$ cat src/hdl/lcc_pkg.sv
// Shared types, constants and a function for the Luhn card number classifier.
`default_nettype none

package lcc_pkg;

	localparam int N_BITS         = 54;
	localparam int N_DIGITS       = 17;
	localparam int BCD_W          = 4 * N_DIGITS;
	localparam int MIN_DIGITS     = 13;
	localparam int MAX_DIGITS_DEF = 16;
	localparam int IN_TDATA_W     = 56;
	localparam int OUT_TDATA_W    = 8;

	typedef enum logic [1:0] {
		CLASS_INVALID = 2'd0,
		CLASS_AMEX    = 2'd1,
		CLASS_VISA    = 2'd2,
		CLASS_MASTER  = 2'd3
	} class_t;

	// binary to BCD conversion state
	typedef struct packed {
		logic [BCD_W-1:0]  bcd;
		logic [N_BITS-1:0] bin;
	} dab_t;

	// digit scan state
	typedef struct packed {
		logic [BCD_W-1:0] bcd;
		logic [3:0]       sum;
		logic [4:0]       count;
		logic [3:0]       cur;
		logic [3:0]       below;
	} luhn_t;

	function automatic class_t classify_lead(input logic [3:0] cur, input logic [3:0] below);
		logic [6:0] lead;
		class_t     cls;
		lead = 7'({3'd0, cur} * 7'd10) + {3'd0, below};
		cls  = CLASS_INVALID;
		if (lead == 7'd34 || lead == 7'd37)
			cls = CLASS_AMEX;
		else if (lead > 7'd39 && lead < 7'd50)
			cls = CLASS_VISA;
		else if (lead > 7'd50 && lead < 7'd56)
			cls = CLASS_MASTER;
		return cls;
	endfunction

endpackage

`default_nettype wire

$ cat src/hdl/lcc_dabble_cell.sv
// One shift-and-add-3 step of the binary to BCD conversion chain.
`default_nettype none

module lcc_dabble_cell
	import lcc_pkg::*;
(
	input  wire logic clk,
	input  wire logic arst_n,
	input  wire logic en,
	input  wire logic in_valid,
	input  wire dab_t in_data,
	output logic      out_valid,
	output dab_t      out_data
);

	logic valid_q;
	dab_t data_q;
	dab_t nxt;
	logic [BCD_W-1:0] adj;

	always_comb begin
		for (int j = 0; j < N_DIGITS; j++) begin
			if (in_data.bcd[4*j +: 4] >= 4'd5)
				adj[4*j +: 4] = in_data.bcd[4*j +: 4] + 4'd3;
			else
				adj[4*j +: 4] = in_data.bcd[4*j +: 4];
		end
		nxt.bcd = {adj[BCD_W-2:0], in_data.bin[N_BITS-1]};
		nxt.bin = {in_data.bin[N_BITS-2:0], 1'b0};
	end

	always_ff @(posedge clk or negedge arst_n) begin
		if (!arst_n)
			valid_q <= 1'b0;
		else if (en)
			valid_q <= in_valid;
	end

	always_ff @(posedge clk) begin
		if (en)
			data_q <= nxt;
	end

	assign out_valid = valid_q;
	assign out_data  = data_q;

endmodule

`default_nettype wire

$ cat config.mk
export PLATFORM = sky130hd
export DESIGN_NAME = lcc_dabble_cell
export DESIGN_NICKNAME = d
export VERILOG_FILES = /design/src/hdl/lcc_pkg.sv /design/src/hdl/lcc_dabble_cell.sv
export SDC_FILE = /design/constraint.sdc
export NUM_CORES = 1
export LEC_CHECK = 0
export ABC_AREA = 0
export BUFFER_PORTS_ARGS = -buffer_cell sky130_fd_sc_hd__buf_2
export CAP_MARGIN = 25
export CORE_ASPECT_RATIO = 1.25
export CORE_MARGIN = 8
export CORE_UTILIZATION = 31
export CTS_CLUSTER_DIAMETER = 40
export DETAILED_ROUTE_END_ITERATION = 8
export PLACE_DENSITY = 0.6
export RECOVER_POWER = 50
export SYNTH_ARGS = -nofsm -noshare
export SYNTH_HDL_FRONTEND = slang
export SYNTH_SLANG_ARGS = --single-unit
$ cat constraint.sdc
create_clock -name clk -period 1.7 [get_ports clk]
set_clock_uncertainty 0.15 [all_clocks]
set_input_delay 0.34 -clock clk [delete_from_list [all_inputs] [get_ports clk]]
set_output_delay 0.34 -clock clk [all_outputs]
set_load 0.05 [all_outputs]
==> results by group <==
Run status
  – Status: finished, final reports clean

Logic synthesis
  – Yosys top cell area share: 0.675
  – Area share of fa/ha/maj cells after synthesis: 0.0790
  – Synth cell types: 15
  – Multiplexer share of the synthesized area: 0.0337
  – Syn_area_per_cell: 13.7 um^2
  – Compound-cell area share of the yosys netlist: 0.0574
  – Simple-gate share of the synthesized area: 0.0969
  – Synth Register Bits: around 120
  – Mapped Cells: 393
  – XOR/XNOR Fraction of Synth Area: 0.0277
  – Cell taking the most area after synthesis: edfxtp_1
  – Syn_nets: ~550
  – Synth top area cells: edfxtp_1 67%, ha_1 7.9%, nand2_1 4.7%
  – Largest family of logic cells by synthesized area: simple AND/OR/NAND/NOR gates
  – Post-synthesis sequential area ratio: 0.680
  – Post-Syn Area: ~5400 um^2
  – Syn. warnings: 0

Layout
  – Most common cell after layout, fill and taps aside: buf_2
  – Layout area overhead: 49.9%
  – Most frequent cells in the layout: 238 x buf_2, 121 x edfxtp_1, 67 x nand2_1
  – Flip-flop and latch area: 3660 um^2
  – FILL cells: approximately 1.6k
  – Area of the multi-input gates: 1590 um^2
  – # nets final: approximately 880
  – # diodes: 0
  – Fraction of layout cells with a size suffix above 1: 0.394

Die
  – Initial Util: 0.312
  – # IOs: roughly 250
  – CORE AREA: 17200 um^2
  – Die extent in y: 163 um
  – Die Wd: around 130 um
  – Row cnt: 54
  – Die area: 21900 um^2

Worst setup path
  – R2r worst-path depth: 1
  – CP max FO: 1
  – CP Cell Sequence: buf_2
  – Largest stage delay on the critical path: slightly below 0.4 ns
  – CP Launch Point: out_data[3]
  – WP buf/inv: 1
  – Reg2reg start: out_valid
  – Crit path capture type: output port
  – Slowest cell on the critical path: edfxtp_1
  – Worst r2r dst: out_valid
  – Reg2reg setup slack: roughly 0.8 ns
  – CP arrival: 1.09 ns
  – CP required: 1.21 ns
  – CP top delay family: flip-flops
  – Type of origin of the critical path: flip-flop
  – WS Path Type: flip-flop to output port

Worst hold path
  – Hold path start: in_valid
  – Worst min-delay path class: input pin to flip-flop
  – Hold endpoint: out_valid
  – Worst Hold Depth: 2

GRT
  – Tot GR Track Use: 0.130
  – First-pass GRT wire length: 22500 um
  – Largest net degree at the start of global routing: roughly 70
  – Vias in the first global route: between 4k and 5k
  – Gr ovfl total: 0
  – Initial antenna violation count: 0

STA
  – Worst-Margin Slew: 0.933 ns
  – Rel. slew slack: 0.378
  – Final Hold Slack: 0.0314 ns
  – Clock period minus worst slack: 1.58 ns
  – Setup TNS: 0 ns
  – RSZ-0062 raised after global routing: no
  – Tcrit/Tclk final: 0.927
  – Setup WS post-layout: 0.123 ns
  – Endpoints failing hold: 0
  – Final setup viols: 0
  – Maximum clock frequency: 634 MHz
  – Fin. max-slew vios: 0

Clock network
  – PostCTS Resize Cnt: 0
  – # hold bufs at CTS: 55
  – Reg clk slew, reported paths: about 0.060 ns
  – Postcts setup bufs: 0
  – CTS buffer count: 17
  – Clock sinks: 122
  – Clk_lat worst skew: 0.41 ns
  – H-tree depth: 4
  – CTS tree: built
  – Root Buffer: clkbuf_16
  – Max Buffers Root-to-Sink: 2

Drt
  – Via/cell ratio: 4.27
  – Starting DRT DRC Count: 152
  – Final wirelength: 14100 um
  – Wire per inst: roughly 15 um
  – Drc violations: 0
  – Antenna violation net count after detailed routing: 0
  – Drt first pass iters: 8
  – Via Count: a little over 4k

Placed design
  – I/O Buffers: 247
  – GP Congestion: ~0.78
  – Pre-CTS WS: 0.130 ns
  – Detail Placement HPWL: between 10000 and 15000 um

Power
  – Worst vdd ir: around 0.51 mV
  – P per Cell Area: 1160 nW/um^2
  – Lkg Pwr: 3.60 nW

Flow run
  – Max_cap viols: 0
-- cell type report --
class | instances | share of cell area
sequential | 122 | 0.453
timing repair buffer | 307 | 0.225
multi-input combinational | 236 | 0.197
clock buffer | 18 | 0.0532
tap | 224 | 0.0347
clock inverter | 14 | 0.0211
inverter | 34 | 0.0158
-- cell usage after synthesis --
cell type	instances
mux2_2	1
edfxtp_1	121
nand2b_1	33
ha_1	34
dfrtp_1	1
conb_1	1
o21ai_1	16
o21ai_0	16
xnor2_1	17
mux2i_1	17
buf_4	1
a21oi_2	17
inv_1	34
nor2_1	17
nand2_1	67
-- per-stage QoR --
stage | total power [mW] | area [um^2] | std cells | utilization
floorplan | 5.05 | 5380 | 393 | -
global placement | 5.64 | 6970 | 868 | 0.405
detailed placement | 5.68 | 6970 | 868 | 0.405
CTS | 9.50 | 8120 | 955 | 0.471
global route | 9.72 | 8070 | 955 | 0.468
finish | 9.35 | 8070 | 955 | 0.468
-- registers in the layout, indices dropped and copies added, names as in the netlist --
name,flops
out_valid,1
out_data,121
-- cell families (layout without fill, tap and decap cells) --
family	Yosys count	after routing
DFF	122	122
other	1	1
and+or+nand+nor	117	117
xor gates and xnor gates	17	17
buffers and inverters	35	373
adders and majority gates	34	34
AOI/OAI and AO/OA	49	49
muxes	18	18
-- where the power goes --
part | internal, mW | switching (mW) | leakage [nW] | total, mW
combinational | 0.527 | 1.44 | 2.12 | 1.97
clock | 2.31 | 1.36 | 0.287 | 3.67
sequential | 3.64 | 0.0681 | 1.19 | 3.71
-- worst max path at each step --
stage	end	slack [ns]	cells after the start
3_3_place_gp	out_data[56]	0.18	6
4_1_cts	out_data[3]	0.08	1
5_1_grt	out_data[3]	0.09	1
3_5_place_dp	out_data[108]	0.13	6
2_1_floorplan	out_data[100]	0.33	5
6_report	out_data[3]	0.12	1
-- per-layer routing --
layer	vias to the layer above	GRT usage	share of wire
met5	-	0	0
met4	0	0.0465	0.014
met3	12	0.0637	0.11
met2	188	0.222	0.48
met1	1863	0.137	0.39
li1	2019	-	-
No activity file was read; power rests on OpenSTA's default activity.
