===== src/hdl/lcc_pkg.sv =====
// Shared types, constants and a function for the Luhn card number classifier.
`default_nettype none

package lcc_pkg;

	localparam int N_BITS         = 54;
	localparam int N_DIGITS       = 17;
	localparam int BCD_W          = 4 * N_DIGITS;
	localparam int MIN_DIGITS     = 13;
	localparam int MAX_DIGITS_DEF = 16;
	localparam int IN_TDATA_W     = 56;
	localparam int OUT_TDATA_W    = 8;

	typedef enum logic [1:0] {
		CLASS_INVALID = 2'd0,
		CLASS_AMEX    = 2'd1,
		CLASS_VISA    = 2'd2,
		CLASS_MASTER  = 2'd3
	} class_t;

	// binary to BCD conversion state
	typedef struct packed {
		logic [BCD_W-1:0]  bcd;
		logic [N_BITS-1:0] bin;
	} dab_t;

	// digit scan state
	typedef struct packed {
		logic [BCD_W-1:0] bcd;
		logic [3:0]       sum;
		logic [4:0]       count;
		logic [3:0]       cur;
		logic [3:0]       below;
	} luhn_t;

	function automatic class_t classify_lead(input logic [3:0] cur, input logic [3:0] below);
		logic [6:0] lead;
		class_t     cls;
		lead = 7'({3'd0, cur} * 7'd10) + {3'd0, below};
		cls  = CLASS_INVALID;
		if (lead == 7'd34 || lead == 7'd37)
			cls = CLASS_AMEX;
		else if (lead > 7'd39 && lead < 7'd50)
			cls = CLASS_VISA;
		else if (lead > 7'd50 && lead < 7'd56)
			cls = CLASS_MASTER;
		return cls;
	endfunction

endpackage

`default_nettype wire


===== src/hdl/lcc_luhn_cell.sv =====
// One digit of the Luhn scan: weighted sum mod ten, digit count, leading pair.
`default_nettype none

module lcc_luhn_cell
	import lcc_pkg::*;
#(
	parameter int IDX = 0
) (
	input  wire logic  clk,
	input  wire logic  arst_n,
	input  wire logic  en,
	input  wire logic  in_valid,
	input  wire luhn_t in_data,
	output logic       out_valid,
	output luhn_t      out_data
);

	localparam int BIDX = (IDX > 0) ? IDX - 1 : 0;

	logic       valid_q;
	luhn_t      data_q;
	luhn_t      nxt;
	logic [3:0] d;
	logic [4:0] dbl;
	logic [3:0] t;
	logic [4:0] s;

	always_comb begin
		d   = in_data.bcd[4*IDX +: 4];
		dbl = {d, 1'b0};
		if (IDX % 2 == 1)
			t = (dbl > 5'd9) ? 4'(dbl - 5'd9) : dbl[3:0];
		else
			t = d;
		s = {1'b0, in_data.sum} + {1'b0, t};
		if (s >= 5'd10)
			s = s - 5'd10;
		nxt     = in_data;
		nxt.sum = s[3:0];
		if (d != 4'd0) begin
			nxt.count = 5'(IDX + 1);
			nxt.cur   = d;
			nxt.below = (IDX > 0) ? in_data.bcd[4*BIDX +: 4] : 4'd0;
		end
	end

	always_ff @(posedge clk or negedge arst_n) begin
		if (!arst_n)
			valid_q <= 1'b0;
		else if (en)
			valid_q <= in_valid;
	end

	always_ff @(posedge clk) begin
		if (en)
			data_q <= nxt;
	end

	assign out_valid = valid_q;
	assign out_data  = data_q;

endmodule

`default_nettype wire


===== config.mk =====
export PLATFORM = sky130hd
export DESIGN_NAME = lcc_luhn_cell
export DESIGN_NICKNAME = d
export VERILOG_FILES = /design/src/hdl/lcc_pkg.sv /design/src/hdl/lcc_luhn_cell.sv
export SDC_FILE = /design/constraint.sdc
export NUM_CORES = 1
export LEC_CHECK = 0
export ABC_AREA = 1
export CAP_MARGIN = 20
export CORE_ASPECT_RATIO = 0.6
export CORE_UTILIZATION = 25
export CTS_CLUSTER_DIAMETER = 100
export DETAILED_ROUTE_END_ITERATION = 12
export DONT_BUFFER_PORTS = 1
export HOLD_SLACK_MARGIN = 0.06
export MAX_ROUTING_LAYER = met4
export PLACE_DENSITY = 0.48
export SETUP_SLACK_MARGIN = 0.3
export SYNTH_ARGS = -nofsm -noshare
export SYNTH_HDL_FRONTEND = slang
export SYNTH_SLANG_ARGS = --single-unit

===== constraint.sdc =====
create_clock -name clk -period 0.9 [get_ports clk]
set_clock_uncertainty 0.15 [all_clocks]
set_input_delay 0.045 -clock clk [delete_from_list [all_inputs] [get_ports clk]]
set_output_delay 0.045 -clock clk [all_outputs]
set_load 0.005 [all_outputs]

==> run summary <==
The detailed-routing iteration count for the pre-antenna-repair pass was 4; the total wire length was 5.66 mm. The tools report the effective utilization at floorplan as 26.0%. Max-cap violations in this run came to 0.

Detailed routing inserted a total of 1386 vias. The register bit total from synthesis is 86. The tools report the total negative setup slack as -2.55 ns. The count of final max-slew check failures was 0. Dividing total power by cell area gives a power density of 2530 nW/um^2.

The die covers 12400 um^2. The final HPWL from detailed placement was 4.04 mm; the maximum buffer depth of the clock tree was 2. For flop-to-flop paths, the worst setup slack is -0.02 ns. The routability-driven placement congestion ratio was 0.738.

The tools report the beginning of the worst hold path as in_data[33]. The run gives 0 as the number of antenna violations at the first check in global routing. At the later pin of the worst-skew pair, clock insertion delay measures 0.33 ns.

STA classifies the critical path endpoint as a flop. For the number of top-level pins, the log shows 175. Setup repair after global routing could not meet its margin everywhere. The count of nets left with antenna violations once routing finished came out at 0. The worst reg-to-reg path cell count is 1. The worst register-to-register path begins at out_valid.

Input and output buffers added on the ports amount to 0. The global-route wire length before repair was 7.69 mm; the static leakage was 1.33 nW. Number of distinct library cells after synthesis: 17. Across every metal layer, demand over resource in global routing totals 9.48%.

For the required time of the critical path, the log shows 0.84 ns. The tools report the end of the worst register-to-register path as out_valid. The logs give -0.412 ns for the post-route worst setup slack and 11400 um^2 for the area of the core.

The clock transition at the registers of the reported paths is 0.06 ns, and the number of clock sinks is 86. The cell sitting at the root of the clock tree is a sky130_fd_sc_hd__clkbuf_16. Counting every net in the synthesized netlist gives 257.

For the maximum number of pins on one net before global-route repair, the log shows 87. The share of the Yosys chip area taken by registers is 86.6%. TritonCTS built the clock tree.

VDD sags by at most 907 uV. The run gives 169 as the final hold violation count. Global routing finished with a remaining overflow of 0. The number of synthesis warnings came out at 0. Share of the cycle needed by the critical path after routing: 146%.

The number of cell rows is 30. The tools report the worst slew margin relative to its limit as 88.4%. The checks that failed: negative hold slack, negative setup slack.

The clock tree synthesis step divided the H-tree into 3 levels. The average wire length per cell after detail routing is 16.2 um, and the die extent in x is 143 um. The run gives 162 as the post-synthesis cell count. The synthesized design devotes to its leading area cell type 85.8% of total area. The flow ran to the end, but the final reports show violations. The overall die height is 86.5 um, and the worst slack on hold paths is -0.344 ns. The hold buffer count at CTS is 1, and the final instance count without filler cells is 350. The critical-path maximum fanout was 3; the number of remaining DRC errors was 0.

The share of final-layout standard cells stronger than drive strength 1 was 26.8%. At the pin with the least slew margin, the transition time is 0.174 ns. The via count of the first global-routing pass is 1356, and the timing-limited maximum frequency is 762 MHz. The number of placed instances, taps included, is 331. The worst hold path was traced through 0 stages. The data arrival time of the critical path was 1.25 ns; the number of DRC markers after the initial detailed-route iteration was 54.

The run gives 0 as the antenna diode instance count. Dividing the detail-routed via count by the number of cells gives 3.96. Critical path class: primary input to flop. By area the synthesized netlist is led by sky130_fd_sc_hd__edfxtp_1 (86%), sky130_fd_sc_hd__inv_1 (2.6%), sky130_fd_sc_hd__nand2_1 (2.5%). The worst setup path is launched from a primary input. Compared with the post-synthesis result, the final layout area differs by 23.3%. The average footprint of a synthesized cell works out to 18.4 um^2. The kind of path behind the tightest hold check was primary input to flop. The clock period minus final worst setup slack was 1.31 ns; the netlist area before placement was 2980 um^2. The run gives 73 as the final number of setup-violating endpoints.

The biggest area contributor in the post-synthesis netlist is sky130_fd_sc_hd__edfxtp_1. In this run, CTS created clock tree buffers numbering 9. The worst hold path terminates at out_data[33]. The net count of the finished layout is 280.
==> worst max-delay path: stages <==
cell and delay [ns]:
sky130_fd_sc_hd__ha_4 0.15, sky130_fd_sc_hd__fa_2 0.55, sky130_fd_sc_hd__inv_2 0.06, sky130_fd_sc_hd__nor2_1 0.08, sky130_fd_sc_hd__nand3_1 0.09, sky130_fd_sc_hd__nand2_2 0.09
sky130_fd_sc_hd__nand3_4 0.08, sky130_fd_sc_hd__nand3_2 0.06, sky130_fd_sc_hd__nand2_1 0.05
==> cells in the mapped netlist <==
cell type,number
sky130_fd_sc_hd__nand2_2,3
sky130_fd_sc_hd__o21ai_1,1
sky130_fd_sc_hd__nand2_1,20
sky130_fd_sc_hd__nand3_2,1
sky130_fd_sc_hd__or2_2,1
sky130_fd_sc_hd__inv_1,21
sky130_fd_sc_hd__inv_2,2
sky130_fd_sc_hd__o21ai_0,1
sky130_fd_sc_hd__nand4_4,1
sky130_fd_sc_hd__a21oi_1,1
sky130_fd_sc_hd__nand3_1,7
sky130_fd_sc_hd__mux2_2,1
sky130_fd_sc_hd__fa_1,1
sky130_fd_sc_hd__ha_1,5
sky130_fd_sc_hd__dfrtp_1,1
sky130_fd_sc_hd__nor2_1,10
sky130_fd_sc_hd__edfxtp_1,85
==> cells in the final DEF, fill, tap and decap left out <==
| cell type | n |
|---|---|
| sky130_fd_sc_hd__clkinv_2 | 1 |
| sky130_fd_sc_hd__o21ai_1 | 2 |
| sky130_fd_sc_hd__nand3_4 | 1 |
| sky130_fd_sc_hd__nand3_2 | 2 |
| sky130_fd_sc_hd__nor2_1 | 10 |
| sky130_fd_sc_hd__a21oi_1 | 1 |
| sky130_fd_sc_hd__edfxtp_1 | 85 |
| sky130_fd_sc_hd__mux2_2 | 1 |
| sky130_fd_sc_hd__inv_12 | 1 |
| sky130_fd_sc_hd__clkbuf_8 | 1 |
| sky130_fd_sc_hd__clkinvlp_4 | 1 |
| sky130_fd_sc_hd__dfrtp_1 | 1 |
| sky130_fd_sc_hd__ha_1 | 3 |
| sky130_fd_sc_hd__inv_1 | 12 |
| sky130_fd_sc_hd__clkbuf_16 | 9 |
| sky130_fd_sc_hd__nand4_4 | 1 |
| sky130_fd_sc_hd__fa_2 | 1 |
| sky130_fd_sc_hd__inv_8 | 1 |
| sky130_fd_sc_hd__nand2_2 | 6 |
| sky130_fd_sc_hd__nand2_1 | 17 |
| sky130_fd_sc_hd__inv_2 | 8 |
| sky130_fd_sc_hd__clkbuf_1 | 2 |
| sky130_fd_sc_hd__bufinv_16 | 2 |
| sky130_fd_sc_hd__inv_4 | 1 |
| sky130_fd_sc_hd__buf_4 | 10 |
| sky130_fd_sc_hd__ha_4 | 2 |
| sky130_fd_sc_hd__buf_6 | 1 |
| sky130_fd_sc_hd__nand3_1 | 5 |
| sky130_fd_sc_hd__dlygate4sd3_1 | 1 |
| sky130_fd_sc_hd__or2_4 | 1 |
==> report_power, final <==
group	switching [W]	internal, W
combinational	0.000199	0.000187
sequential	0.000174	0.00478
clock	0.00144	0.00250
total	0.00181	0.00748
==> registers in the layout (all words and copies together), names as in the netlist <==
register / flops
out_data: 85
out_valid: 1
==> per-layer routing <==
metal | GRT usage [%] | routed length [um]
met2 | 13.1 | 2470
met3 | 6.46 | 789
met1 | 10.4 | 2350
met5 | - | 0
met4 | 4.40 | 51
==> what timing repair did <==
action | CTS | global route
setup endpoints to repair | 90 | 90
pin swaps | 3 | 6
resized for setup | 3 | 4
buffers inserted | 2 | 0
hold endpoints to repair | 170 | 169
==> cells by family (layout without fill, tap and decap cells) <==
| family | after synthesis | after routing | share of synthesized area, % |
|---|---|---|---|
| adders and majority gates | 6 | 6 | 2.77 |
| and+or+nand+nor | 43 | 43 | 6.85 |
| AOI/OAI and AO/OA | 3 | 3 | 0.504 |
| muxes | 1 | 1 | 0.378 |
| buffers and inverters | 23 | 51 | 2.90 |
| DFF | 86 | 86 | 86.6 |
==> per-stage QoR <==
step,utilization (%),power (W),cell area (um^2),setup WS [ns],hold slack [ns]
global route,32.1,0.00966,3670,-0.488,-0.372
detailed placement,28.8,0.00537,3300,-0.784,-0.401
global placement,28.8,0.00539,3300,-0.764,-0.401
CTS,31.9,0.00943,3650,-0.390,-0.365
floorplan,-,0.00522,3030,-0.703,-0.401
finish,32.1,0.00928,3670,-0.412,-0.344
==> worst max path at each step <==
| stage | start | cells past startpoint | to |
|---|---|---|---|
| 6_report | in_data[13] | 9 | out_data[15] |
| 5_1_grt | in_data[13] | 9 | out_data[14] |
| 4_1_cts | in_data[13] | 9 | out_data[15] |
| 3_5_place_dp | in_data[13] | 9 | out_data[15] |
| 3_3_place_gp | in_data[13] | 9 | out_data[14] |
| 2_1_floorplan | in_data[13] | 9 | out_data[14] |
==> final cells by class <==
| type | instances | area, um^2 |
|---|---|---|
| Fill cell | 1121 | 7780 |
| Sequential cell | 86 | 2580 |
| Multi-Input combinational cell | 53 | 368 |
| Clock buffer | 12 | 246 |
| Tap cell | 160 | 200 |
| Inverter | 23 | 109 |
| Timing Repair Buffer | 12 | 96.3 |
| Clock inverter | 4 | 72.6 |
Power figures use the tool's default switching activity.
